File: src/rtl/kway_heap_merge_defines.svh
// Assertion macros used by the heap merge datapath.
// Expects clk and rst_n in the scope of each use.
`ifndef KWAY_HEAP_MERGE_DEFINES_SVH
`define KWAY_HEAP_MERGE_DEFINES_SVH
`ifndef SYNTH
`define KWHM_ASSERT_IMP(lbl, ante, cons) \
  lbl: assert property (@(posedge clk) disable iff (!rst_n) (ante) |-> (cons)) \
    else $error("kway_heap_merge: assertion failed");
`define KWHM_ASSERT_NXT(lbl, ante, cons) \
  lbl: assert property (@(posedge clk) disable iff (!rst_n) (ante) |=> (cons)) \
    else $error("kway_heap_merge: assertion failed");
`else
`define KWHM_ASSERT_IMP(lbl, ante, cons)
`define KWHM_ASSERT_NXT(lbl, ante, cons)
`endif
`endif

File: src/rtl/kwhm_pkg.sv
// Types, constants and the entry order of the heap merge.
// No dependencies.
`timescale 1ns / 1ps
package kwhm_pkg;
  localparam int VALUE_W = 64;
  localparam int RUN_IDX_W = 4;
  localparam int CFG_W = 5;
  localparam int DEF_NUM_WAYS = 16;
  localparam logic [CFG_W-1:0] CFG_RESET = CFG_W'(2);

  typedef enum logic [2:0] {
    S_IDLE, S_BRD, S_BLD, S_RDL, S_RDR, S_CMP, S_ERD, S_EMIT
  } kwhm_state_t;

  typedef enum logic [1:0] {
    RD_BUILD, RD_LEFT, RD_RIGHT, RD_ROOT
  } kwhm_rd_sel_t;

  typedef struct packed {
    logic         fill_wr;
    logic         merge_ld;
    logic         rd_en;
    kwhm_rd_sel_t rd_sel;
    logic         hold_ld;
    logic         save_left;
    logic         step;
    logic         wr_hold;
    logic         build_dec;
    logic         emit;
  } kwhm_cmd_t;

  typedef struct packed {
    logic merging;
    logic fill_last;
    logic l_ok;
    logic r_ok;
    logic child_win;
    logic build_more;
    logic out_free;
  } kwhm_sts_t;

  function automatic logic entry_less(input logic a_ex,
                                      input logic signed [VALUE_W-1:0] a_key,
                                      input logic b_ex,
                                      input logic signed [VALUE_W-1:0] b_key);
    entry_less = !a_ex && (b_ex || (a_key < b_key));
  endfunction
endpackage

File: src/rtl/kwhm_dp.sv
// Datapath of the heap merge: heap memory, sift registers, output register.
// Depends on kwhm_pkg and kway_heap_merge_defines.svh.
`timescale 1ns / 1ps
`include "kway_heap_merge_defines.svh"
module kwhm_dp import kwhm_pkg::*; #(
  parameter int NUM_WAYS = DEF_NUM_WAYS
) (
  input  logic                        clk,
  input  logic                        rst_n,
  input  kwhm_cmd_t                   cmd,
  output kwhm_sts_t                   sts,
  input  logic signed [VALUE_W-1:0]   in_value,
  input  logic                        in_run_empty,
  input  logic                        cfg_we,
  input  logic [CFG_W-1:0]            cfg_num_ways,
  output logic                        out_valid,
  input  logic                        out_ready,
  output logic signed [VALUE_W-1:0]   out_min_value,
  output logic [RUN_IDX_W-1:0]        out_run_index,
  output logic                        out_all_done
);
  localparam int AW = (NUM_WAYS > 1) ? $clog2(NUM_WAYS) : 1;
  localparam int CW = $clog2(NUM_WAYS + 1);
  localparam int XW = (CW > CFG_W) ? CW : CFG_W;
  localparam int IW = AW + 2;

  logic signed [VALUE_W-1:0] mem_key [NUM_WAYS];
  logic                      mem_ex  [NUM_WAYS];
  logic [AW-1:0]             mem_src [NUM_WAYS];

  logic [CFG_W-1:0]          num_ways_r;
  logic [CW-1:0]             fill_cnt_r;
  logic [CW-1:0]             len_r;
  logic                      merging_r;
  logic [AW-1:0]             build_i_r;
  logic [AW-1:0]             pos_r;
  logic [AW-1:0]             root_src_r;
  logic signed [VALUE_W-1:0] hold_key_r;
  logic                      hold_ex_r;
  logic [AW-1:0]             hold_src_r;
  logic signed [VALUE_W-1:0] left_key_r;
  logic                      left_ex_r;
  logic [AW-1:0]             left_src_r;
  logic                      left_win_r;
  logic signed [VALUE_W-1:0] rd_key_r;
  logic                      rd_ex_r;
  logic [AW-1:0]             rd_src_r;
  logic                      out_valid_r;
  logic signed [VALUE_W-1:0] out_min_r;
  logic [RUN_IDX_W-1:0]      out_idx_r;
  logic                      out_done_r;

  logic [XW-1:0]             ways;
  logic [AW-1:0]             slot;
  logic [CW-1:0]             slot_inc;
  logic [IW-1:0]             l_idx;
  logic [IW-1:0]             r_idx;
  logic                      right_win;
  logic signed [VALUE_W-1:0] cand_key;
  logic                      cand_ex;
  logic [AW-1:0]             raddr;
  logic                      we;
  logic [AW-1:0]             waddr;
  logic signed [VALUE_W-1:0] wkey;
  logic                      wex;
  logic [AW-1:0]             wsrc;

  always_comb begin
    if (num_ways_r == '0) begin
      ways = XW'(1);
    end else if (XW'(num_ways_r) > XW'(NUM_WAYS)) begin
      ways = XW'(NUM_WAYS);
    end else begin
      ways = XW'(num_ways_r);
    end
    slot      = (fill_cnt_r >= CW'(NUM_WAYS)) ? '0 : fill_cnt_r[AW-1:0];
    slot_inc  = CW'(slot) + CW'(1);
    l_idx     = IW'({pos_r, 1'b1});
    r_idx     = IW'({pos_r, 1'b0}) + IW'(2);
    cand_key  = left_win_r ? left_key_r : hold_key_r;
    cand_ex   = left_win_r ? left_ex_r : hold_ex_r;

    sts.merging    = merging_r;
    sts.fill_last  = XW'(slot_inc) >= ways;
    sts.l_ok       = l_idx < IW'(len_r);
    sts.r_ok       = r_idx < IW'(len_r);
    right_win      = sts.r_ok && entry_less(rd_ex_r, rd_key_r, cand_ex, cand_key);
    sts.child_win  = right_win || left_win_r;
    sts.build_more = build_i_r != '0;
    sts.out_free   = !out_valid_r || out_ready;

    unique case (cmd.rd_sel)
      RD_BUILD: raddr = build_i_r;
      RD_LEFT:  raddr = l_idx[AW-1:0];
      RD_RIGHT: raddr = r_idx[AW-1:0];
      RD_ROOT:  raddr = '0;
    endcase

    we    = cmd.fill_wr || cmd.step || cmd.wr_hold;
    waddr = pos_r;
    wkey  = hold_key_r;
    wex   = hold_ex_r;
    wsrc  = hold_src_r;
    if (cmd.fill_wr) begin
      waddr = slot;
      wkey  = in_value;
      wex   = in_run_empty;
      wsrc  = slot;
    end else if (cmd.step) begin
      wkey = right_win ? rd_key_r : left_key_r;
      wex  = right_win ? rd_ex_r : left_ex_r;
      wsrc = right_win ? rd_src_r : left_src_r;
    end
  end

  always_ff @(posedge clk) begin
    if (we) begin
      mem_key[waddr] <= wkey;
      mem_ex[waddr]  <= wex;
      mem_src[waddr] <= wsrc;
    end
    if (cmd.rd_en) begin
      rd_key_r <= mem_key[raddr];
      rd_ex_r  <= mem_ex[raddr];
      rd_src_r <= mem_src[raddr];
    end
  end

  always_ff @(posedge clk) begin
    if (!rst_n) begin
      num_ways_r  <= CFG_RESET;
      fill_cnt_r  <= '0;
      len_r       <= '0;
      merging_r   <= 1'b0;
      out_valid_r <= 1'b0;
    end else begin
      if (cfg_we) begin
        num_ways_r <= cfg_num_ways;
      end
      if (cmd.fill_wr) begin
        fill_cnt_r <= slot_inc;
        if (sts.fill_last) begin
          len_r <= slot_inc;
        end
      end
      if (cmd.emit) begin
        merging_r   <= !rd_ex_r;
        out_valid_r <= 1'b1;
        if (rd_ex_r) begin
          fill_cnt_r <= '0;
        end
      end else if (out_ready) begin
        out_valid_r <= 1'b0;
      end
    end
  end

  always_ff @(posedge clk) begin
    if (cmd.fill_wr) begin
      build_i_r <= slot >> 1;
    end else if (cmd.build_dec) begin
      build_i_r <= build_i_r - AW'(1);
    end
    if (cmd.merge_ld) begin
      hold_key_r <= in_value;
      hold_ex_r  <= in_run_empty;
      hold_src_r <= root_src_r;
      pos_r      <= '0;
    end else if (cmd.hold_ld) begin
      hold_key_r <= rd_key_r;
      hold_ex_r  <= rd_ex_r;
      hold_src_r <= rd_src_r;
      pos_r      <= build_i_r;
    end else if (cmd.step) begin
      pos_r <= right_win ? r_idx[AW-1:0] : l_idx[AW-1:0];
    end
    if (cmd.save_left) begin
      left_key_r <= rd_key_r;
      left_ex_r  <= rd_ex_r;
      left_src_r <= rd_src_r;
      left_win_r <= entry_less(rd_ex_r, rd_key_r, hold_ex_r, hold_key_r);
    end
    if (cmd.emit) begin
      root_src_r <= rd_src_r;
      out_min_r  <= rd_ex_r ? '0 : rd_key_r;
      out_idx_r  <= rd_ex_r ? '0 : RUN_IDX_W'(rd_src_r);
      out_done_r <= rd_ex_r;
    end
  end

  assign out_valid     = out_valid_r;
  assign out_min_value = out_min_r;
  assign out_run_index = out_idx_r;
  assign out_all_done  = out_done_r;

  `KWHM_ASSERT_IMP(a_emit_free, cmd.emit, sts.out_free)
  `KWHM_ASSERT_IMP(a_fill_phase, cmd.fill_wr || cmd.merge_ld, merging_r == cmd.merge_ld)
  `KWHM_ASSERT_IMP(a_left_in_heap, cmd.rd_en && (cmd.rd_sel == RD_LEFT), sts.l_ok)
  `KWHM_ASSERT_IMP(a_step_wins, cmd.step, sts.child_win)
  `KWHM_ASSERT_NXT(a_len_set, cmd.fill_wr && sts.fill_last,
                   (len_r != '0) && (len_r <= CW'(NUM_WAYS)))
endmodule

File: src/rtl/kwhm_ctrl.sv
// Sequencer of the heap merge: fill, heap build, sift-down and emit steps.
// Depends on kwhm_pkg.
`timescale 1ns / 1ps
module kwhm_ctrl import kwhm_pkg::*; (
  input  logic      clk,
  input  logic      rst_n,
  input  logic      in_valid,
  output logic      in_ready,
  input  kwhm_sts_t sts,
  output kwhm_cmd_t cmd
);
  kwhm_state_t state_r;
  kwhm_state_t state_nxt;
  logic        in_fire;

  always_ff @(posedge clk) begin
    if (!rst_n) begin
      state_r <= S_IDLE;
    end else begin
      state_r <= state_nxt;
    end
  end

  always_comb begin
    state_nxt = state_r;
    cmd       = '0;
    cmd.rd_sel = RD_BUILD;
    in_ready  = (state_r == S_IDLE);
    in_fire   = in_valid && in_ready;
    unique case (state_r)
      S_IDLE: begin
        if (in_fire) begin
          if (sts.merging) begin
            cmd.merge_ld = 1'b1;
            state_nxt    = S_RDL;
          end else begin
            cmd.fill_wr = 1'b1;
            if (sts.fill_last) begin
              state_nxt = S_BRD;
            end
          end
        end
      end
      S_BRD: begin
        cmd.rd_en  = 1'b1;
        cmd.rd_sel = RD_BUILD;
        state_nxt  = S_BLD;
      end
      S_BLD: begin
        cmd.hold_ld = 1'b1;
        state_nxt   = S_RDL;
      end
      S_RDL: begin
        if (sts.l_ok) begin
          cmd.rd_en  = 1'b1;
          cmd.rd_sel = RD_LEFT;
          state_nxt  = S_RDR;
        end else begin
          cmd.wr_hold = 1'b1;
        end
      end
      S_RDR: begin
        cmd.save_left = 1'b1;
        cmd.rd_en     = sts.r_ok;
        cmd.rd_sel    = RD_RIGHT;
        state_nxt     = S_CMP;
      end
      S_CMP: begin
        if (sts.child_win) begin
          cmd.step  = 1'b1;
          state_nxt = S_RDL;
        end else begin
          cmd.wr_hold = 1'b1;
        end
      end
      S_ERD: begin
        cmd.rd_en  = 1'b1;
        cmd.rd_sel = RD_ROOT;
        state_nxt  = S_EMIT;
      end
      S_EMIT: begin
        if (sts.out_free) begin
          cmd.emit  = 1'b1;
          state_nxt = S_IDLE;
        end
      end
    endcase
    if (cmd.wr_hold) begin
      if (!sts.merging && sts.build_more) begin
        cmd.build_dec = 1'b1;
        state_nxt     = S_BRD;
      end else begin
        state_nxt = S_ERD;
      end
    end
  end
endmodule

File: src/rtl/kway_heap_merge.sv
// K-way merge of sorted runs through a binary min-heap held in one memory.
// Fill takes one head per cycle; the last starts the build, a sift-down of each parent,
// then the root is read and emitted. Merge: an accepted head replaces the root and is
// sifted down, children read in turn; no new head is taken until the minimum is emitted.
// Synchronous active-low reset: fill phase, zero heads, num_ways 2, heap contents unset.
// Depends on kwhm_pkg, kwhm_ctrl and kwhm_dp.
`timescale 1ns / 1ps
module kway_heap_merge import kwhm_pkg::*; #(
  parameter int NUM_WAYS = DEF_NUM_WAYS
) (
  input  logic                      clk,
  input  logic                      rst_n,
  input  logic                      in_valid,
  output logic                      in_ready,
  input  logic signed [VALUE_W-1:0] in_value,
  input  logic                      in_run_empty,
  output logic                      out_valid,
  input  logic                      out_ready,
  output logic signed [VALUE_W-1:0] out_min_value,
  output logic [RUN_IDX_W-1:0]      out_run_index,
  output logic                      out_all_done,
  input  logic                      cfg_valid,
  output logic                      cfg_ready,
  input  logic [CFG_W-1:0]          cfg_num_ways
);
  kwhm_cmd_t cmd;
  kwhm_sts_t sts;

  assign cfg_ready = 1'b1;

  kwhm_ctrl u_ctrl (
    .clk      (clk),
    .rst_n    (rst_n),
    .in_valid (in_valid),
    .in_ready (in_ready),
    .sts      (sts),
    .cmd      (cmd)
  );

  kwhm_dp #(
    .NUM_WAYS (NUM_WAYS)
  ) u_dp (
    .clk           (clk),
    .rst_n         (rst_n),
    .cmd           (cmd),
    .sts           (sts),
    .in_value      (in_value),
    .in_run_empty  (in_run_empty),
    .cfg_we        (cfg_valid && cfg_ready),
    .cfg_num_ways  (cfg_num_ways),
    .out_valid     (out_valid),
    .out_ready     (out_ready),
    .out_min_value (out_min_value),
    .out_run_index (out_run_index),
    .out_all_done  (out_all_done)
  );
endmodule
File: config.mk
export PLATFORM = sky130hd
export DESIGN_NAME = kway_heap_merge
export DESIGN_NICKNAME = d
export VERILOG_FILES = /design/src/rtl/kwhm_pkg.sv /design/src/rtl/kwhm_dp.sv /design/src/rtl/kwhm_ctrl.sv /design/src/rtl/kway_heap_merge.sv
export VERILOG_INCLUDE_DIRS = /design/src /design/src/rtl
export SDC_FILE = /design/constraint.sdc
export NUM_CORES = 2
export LEC_CHECK = 0
export ABC_AREA = 1
export BUFFER_PORTS_ARGS = -buffer_cell sky130_fd_sc_hd__buf_2
export CORE_ASPECT_RATIO = 0.8
export CORE_MARGIN = 5
export CORE_UTILIZATION = 43
export CTS_CLUSTER_DIAMETER = 80
export CTS_CLUSTER_SIZE = 16
export DETAILED_ROUTE_END_ITERATION = 12
export HOLD_SLACK_MARGIN = 0.12
export SYNTH_ARGS = -nofsm -noshare
export SYNTH_HDL_FRONTEND = slang
export SYNTH_SLANG_ARGS = --single-unit
File: constraint.sdc
create_clock -name clk -period 11.07 [get_ports clk]
set_clock_uncertainty 0.2 [all_clocks]
set_input_delay 1.107 -clock clk [delete_from_list [all_inputs] [get_ports clk]]
set_output_delay 1.107 -clock clk [all_outputs]
set_load 0.05 [all_outputs]
# Yosys cells after proc, flatten, opt, wreduce, memory -nomap -nowiden
# Memories as Yosys holds them, arrays and structs flattened. A register that Yosys moved wholly into a read port is not among the register bits.
# Cells that the tools add are included.
[word_totals] register_bits=240 word_cells=132 ram_bits=1104 mem_count=3 output_inout_bits=72 in_bits=75
[memory_table] name="u_dp.mem_key" words=16 width=64 read_ports=1 rd_clocked_by_memory_dff=1 write_ports=1 line="kwhm_dp.sv:27" rtl="logic signed [VALUE_W-1:0] mem_key [NUM_WAYS];"
[memory_table] name="u_dp.mem_src" words=16 width=4 read_ports=1 rd_clocked_by_memory_dff=1 write_ports=1 line="kwhm_dp.sv:29" rtl="logic [AW-1:0] mem_src [NUM_WAYS];"
[memory_table] name="u_dp.mem_ex" words=16 width=1 read_ports=1 rd_clocked_by_memory_dff=1 write_ports=1 line="kwhm_dp.sv:28" rtl="logic mem_ex [NUM_WAYS];"
[classes] n_mux=60 order_cmp=7 n_eq_ne=15 reduce_logical=24 n_addsub=3
[op_table] cell="64-bit 2-to-1 mux" count=6
[op_table] cell="64-bit less-than comparator" count=2
[op_table] cell="4-bit 2-to-1 mux" count=10
[op_table] cell="3-bit 2-to-1 mux" count=11
[op_table] cell="5-bit 2-to-1 mux" count=5
[op_table] cell="3-bit case mux with 8 select lines" count=1
[op_table] cell="1-bit 2-to-1 mux" count=22
[op_table] cell="4-bit case mux with 4 select lines" count=1
[op_table] cell="3-bit == test, second input constant" count=4
[op_table] cell="3-bit case mux with 4 select lines" count=1
[op_table] cell="3-bit by 2-bit inequality test with 1-bit output, second input constant" count=3
[op_table] cell="2-bit nonzero test" count=4
[op_table] cell="5-bit by 2-bit adder with 6-bit output, second input constant" count=1
[op_table] cell="3-bit by 2-bit == test with 1-bit output, second input constant" count=2
[op_table] cell="1-bit logical OR" count=6
[op_table] cell="6-bit by 5-bit less-than comparator with 1-bit output" count=1
[op_table] cell="4-bit by 1-bit adder with 5-bit output, second input constant" count=1
[op_table] cell="5-bit greater-or-equal comparator" count=1
[op_table] cell="5-bit greater-or-equal comparator, second input constant" count=1
[op_table] cell="5-bit > comparator, second input constant" count=1
[op_table] cell="1-bit logical AND" count=5
[op_table] cell="5-bit zero test" count=1
[op_table] cell="5-bit less-than comparator" count=1
[op_table] cell="5-bit AND reduction" count=1
[op_table] cell="13 further kinds" count=17

# Longest topological paths before layout
[logic_depth] ltp_word=12 mapped_depth=29 mapped_depth_nobuf=25

# By module
# From an unflattened synthesis, not the netlist that was laid out.
[unflattened] hier_cells=4791 hier_area_um2=60665.7
[by_module_without_submodules] module="kwhm_dp" seq_area_each_um2=42120.4 cells_per_inst=4722 area_each_um2=60235.3 n_inst=1
[by_module_without_submodules] module="kwhm_ctrl" seq_area_each_um2=60.1 cells_per_inst=67 area_each_um2=419.2 n_inst=1
[by_module_without_submodules] module="kway_heap_merge" seq_area_each_um2=0.0 cells_per_inst=2 area_each_um2=11.3 n_inst=1

# Least setup slack after synthesis
# No wires, ideal clock.
[synth_timing] path_kind="register -> register" start="register u_ctrl.state_r[2]" end="register u_dp.rd_ex_r (read register of u_dp.mem_ex), enable pin" synth_period_minus_slack_ns=7.961 n_path_buf=0 stages_incl_launch_ff=5 setup_slack_ns=3.109 t_arrival_ns=7.242 setup_ns=0.519 t_required_ns=10.351 path_cell_list="dfxtp_1 -> inv_1 -> nor2_1 -> nand4_1 -> a21oi_1"
[synth_lines] item="from (decl)" line="kwhm_ctrl.sv:12" rtl="kwhm_state_t state_r;"
[synth_lines] item="from (signal assigned)" line="kwhm_ctrl.sv:20" rtl="state_r <= state_nxt;"
[synth_lines] item="to (decl)" line="kwhm_dp.sv:46" rtl="logic rd_ex_r;"

# Worst setup path in the final report
[layout_timing] start="register u_dp.left_win_r" end="memory u_dp.mem_key[0][51], enable pin"
[layout_via] elab_chain_cells=12 elab_cells_between_ends=15 classes_between="order compare (1); mux (8); reduce/logical (6)"
[layout_lines] item="from (decl)" line="kwhm_dp.sv:44" rtl="logic left_win_r;"
[layout_lines] item="from (signal assigned)" line="kwhm_dp.sv:181" rtl="left_win_r <= entry_less(rd_ex_r, rd_key_r, hold_ex_r, hold_key_r);"
[layout_lines] item="64-bit 2-to-1 mux" line="kwhm_dp.sv:80" rtl="cand_key = left_win_r ? left_key_r : hold_key_r;"
[layout_lines] item="64-bit less-than comparator" line="kwhm_pkg.sv:46" rtl="entry_less = !a_ex && (b_ex || (a_key < b_key));"
[layout_lines] item="1-bit logical OR" line="kwhm_pkg.sv:46"
[layout_lines] item="1-bit logical AND" line="kwhm_pkg.sv:46"
[layout_lines] item="1-bit logical AND" line="kwhm_dp.sv:87" rtl="right_win = sts.r_ok && entry_less(rd_ex_r, rd_key_r, cand_ex, cand_key);"
[layout_lines] item="1-bit logical OR *" line="kwhm_dp.sv:88" rtl="sts.child_win = right_win || left_win_r;"
[layout_lines] item="1-bit 2-to-1 mux" line="kwhm_ctrl.sv:69" rtl="if (sts.child_win) begin"
[layout_lines] item="1-bit 2-to-1 mux" line="kwhm_ctrl.sv:30" rtl="unique case (state_r)"
[layout_lines] item="1-bit logical OR" line="kwhm_dp.sv:99" rtl="we = cmd.fill_wr || cmd.step || cmd.wr_hold;"
[layout_lines] item="1-bit logical OR *" line="kwhm_dp.sv:99"
[layout_lines] item="1-bit 2-to-1 mux *" line="kwhm_dp.sv:117" rtl="if (we) begin"
[layout_lines] item="1-bit 2-to-1 mux (implied by the code) *" line="kwhm_dp.sv:118" rtl="mem_key[waddr] <= wkey;"
[layout_lines] item="to (decl)" line="kwhm_dp.sv:27"
# Every way passes the cells marked *; elsewhere a longest branch is shown, timed or not.

==> flow_metrics.py <==
metrics = {
    "run_status": {
        "status": "completed",
    },
    "placement": {
        "gp_congestion": 0.862,
        "place_area_um2": 63700,
        "portBuffers": 145,
        "place_hpwl_mm": 96.8,
        "pre_cts_ws_ps": 3800,
        "dp.cells": 6978,
    },
    "floorplanning": {
        "rows": 124,
        "dieArea_um2": 150000,
        "die_h_um": 348,
        "die_w_um": 432,
        "ios": 147,
        "fp.coreArea_um2": 142000,
        "start_util_pct": 43.1,
    },
    "worst_hold_path": {
        "hold_end": "u_dp.fill_cnt_r[1]",
        "hold_class": "reg -> reg",
        "worstHoldStart": "u_dp.fill_cnt_r[1]",
        "worstHoldPathCells": 2,
    },
    "global_route": {
        "grt_overflow_total": 0,
        "grt_max_degree": 200,
        "grt_pass1_wl_mm": 245,
        "grt_pass1_vias": 37115,
        "track_usage_pct": 21.4,
        "antenna_found_initial": 8,
    },
    "synthesis": {
        "syn_inst": 5206,
        "synth.largest_area_cell": "edfxtp_1",
        "synthTopCellsByArea": "edfxtp_1 68%, nand3_1 4.7%, nor2_1 4.2%",
        "ys_seq_area_share_pct": 68.8,
        "ys_types": 42,
        "synthesis.area_um2": 61300,
        "async_reset_ff_share_pct": 0,
        "synth_common_cells": "1388 x edfxtp_1, 692 x nor2_1, 666 x nand2_1",
        "synthFlopType": "edfxtp_1",
        "yosysMostFrequentCell": "edfxtp_1",
        "synth_top_area_share_pct": 67.9,
        "synth_edf_count": 1388,
        "syn-num-nets": 5425,
        "synth_warnings": 0,
        "synth_area_per_cell_um2": 11.8,
        "ys_ff_latch": 1413,
    },
    "clock_network": {
        "cts_made_buffers": 100,
        "clk_pin_slew_worst_paths_ps": 80,
        "cts_hold_buf": 0,
        "clock_latency_ps": 740,
        "cts_tree": "yes",
        "cts-resized-gates": 0,
        "cts_sinks": 1413,
        "cts_root_buffer": "clkbuf_16",
        "clk_path_buf_depth": 3,
        "htreeDepth": 3,
        "post-cts-setup-buffers": 0,
    },
    "worst_setup_path": {
        "worstPathRequired_ps": 11240,
        "path_cells": "inv_4 > o21ai_0 > ha_1 > nand2_1 > nor2_1 > nand2_1 > nor4_1 > nand2_1 > nand2_1 > nand2_1 > nand2_1 > nand2_1 > nand3_2 > nand2_4 > nand2_1 > nand2_4 > nand4_2 > nand2_1 > nor2_4 > buf_4 > buf_4",
        "cpPeakStageDelay_ps": 830,
        "crit_path_end_kind": "register",
        "crit_top_cell": "nand2_1",
        "crit_fanout": 128,
        "r2r_end": "u_dp.mem_key[0][51]",
        "regToRegSetupSlack_ps": 3930,
        "worst_setup_path_start_kind": "register",
        "crit_slowest_cell": "inv_4",
        "critical_path_class": "reg -> reg",
        "r2r_cells": 21,
        "crit_arrival_ps": 7320,
        "r2r_start": "u_dp.left_win_r",
    },
    "drt": {
        "drtIter0Drc": 4196,
        "drc": 0,
        "viasPerCell": 5.60,
        "drtPass1Iterations": 6,
        "wl_per_cell_um": 23.2,
        "routed_wl_mm": 165,
        "ant_nets": 0,
        "vias": 39811,
    },
    "power_and_ir_drop": {
        "power.density_nw_per_um2": 192,
        "p_leak_nw": 23.1,
        "ir_drop_v": 0.000196,
    },
    "sta": {
        "slew_viol_final": 0,
        "max_slew_margin_pct": 15.0,
        "hold_viol_final": 0,
        "period_share_pct": 64.5,
        "setup_ws_ps": 3930,
        "final.min_clock_period_ps": 7140,
        "finalSetupViolCount": 0,
        "rsz0062_at_grt": "false",
        "setup_tns_ps": 0,
        "max_freq_ghz": 0.140,
        "tightest_slew_ps": 1280,
        "holdWs_ps": 262,
    },
    "layout": {
        "fin_cells": 7109,
        "syn2layout_area_growth_pct": 8.40,
        "layout-drive-gt1-share_pct": 12.0,
        "finalNetCount": 5409,
        "finalInstanceArea_um2": 66500,
    },
    "job": {
        "maxCapViolCount": 0,
    },
}
[stage by stage]
stage / utilization, % / power [W]
5_1_grt: 46.7 / 0.0134
3_3_place_gp: 44.7 / 0.00931
2_1_floorplan: - / 0.00836
6_report: 46.7 / 0.0128
3_5_place_dp: 44.7 / 0.00934
4_1_cts: 46.7 / 0.0128
[where the power goes]
part	switching [W]	leakage, nW	internal (W)	total [W]
Clock	0.00180	1.38	0.00172	0.00352
Sequential	0.0000770	12.8	0.00631	0.00639
Combinational	0.00212	8.91	0.000754	0.00287
Total	0.00400	23.1	0.00879	0.0128
[registers in the layout, summed over array words and instances (netlist names), 3 cells and up]
register and flops:
u_dp.fill_cnt_r 5, u_dp.mem_src 64, u_dp.build_i_r 4, u_dp.mem_ex 16, u_dp.rd_key_r 64, u_dp.left_src_r 4
u_dp.root_src_r 4, u_dp.mem_key 1024, u_dp.hold_key_r 64, u_dp.out_run_index 4, u_dp.rd_src_r 4, u_dp.len_r 5
u_dp.hold_src_r 4, u_dp.num_ways_r 5, u_dp.out_min_value 64, u_ctrl.state_r 3, u_dp.pos_r 4, u_dp.left_key_r 64
[routing by layer]
layer  GRT usage [%]  up-vias  routed length [um]
met3            5.30      163               15800
met4            4.29        0                3120
met5               0        -                   0
met1            33.6    19705               77600
met2            30.2     1451               68300
li1                -    18492                   -
[final cells by class]
| type | count | area, um^2 |
|---|---|---|
| repair buffers | 194 | 1140 |
| fillers | 12636 | 75800 |
| clock inverters | 10 | 164 |
| well taps | 1890 | 2360 |
| diodes | 1 | 2.50 |
| clock buffers | 120 | 2660 |
| flip-flops and latches | 1413 | 42200 |
| multi-input cells | 3256 | 17100 |
| inverters | 225 | 863 |
[placed cells by master (no fill, tap or decap), types with 8 or more instances in the layout]
cell and n:
nand2_1 664, nor2_1 672, clkbuf_16 104, ha_1 144
edfxtp_1 1388, buf_2 145, dfxtp_1 25, nand3_1 580
clkbuf_1 16, buf_4 45, or2_2 276, o21a_1 8
nor2_4 20, a21oi_1 84, nor3_1 9, inv_1 219
o21ai_0 457, o211ai_1 280, nand4_1 14
[kinds of logic after synthesis]
group | synth area share, %
flops | 68.8
compound gates | 8.28
buf+inv | 3.71
xor+xnor | 0.0714
other cells | 0.00611
simple gates | 16.2
fa+ha+maj | 2.94
[critical path: cells and delay by family, from the launching register on]
kind                     cells  cell delay (ps)
AO/OA/AOI/OAI                1              200
AND/OR/NAND/NOR             16             3570
flip-flops                   1              500
adder cells (fa/ha/maj)      1              350
buffers and inverters        3             1890
[worst max path at each step]
stage | start | end | slack (ps) | cells past startpoint
2_1_floorplan | u_ctrl.state_r[2] | u_dp.rd_ex_r | 3110 | 4
3_3_place_gp | u_dp.left_win_r | u_dp.mem_key[0][47] | 3950 | 20
3_5_place_dp | u_dp.left_win_r | u_dp.mem_key[0][47] | 3800 | 21
4_1_cts | u_dp.left_win_r | u_dp.mem_key[0][47] | 3800 | 21
5_1_grt | u_dp.left_win_r | u_dp.mem_key[0][47] | 3300 | 21
6_report | u_dp.left_win_r | u_dp.mem_key[0][51] | 3930 | 21
Power figures use the tool's default switching activity.
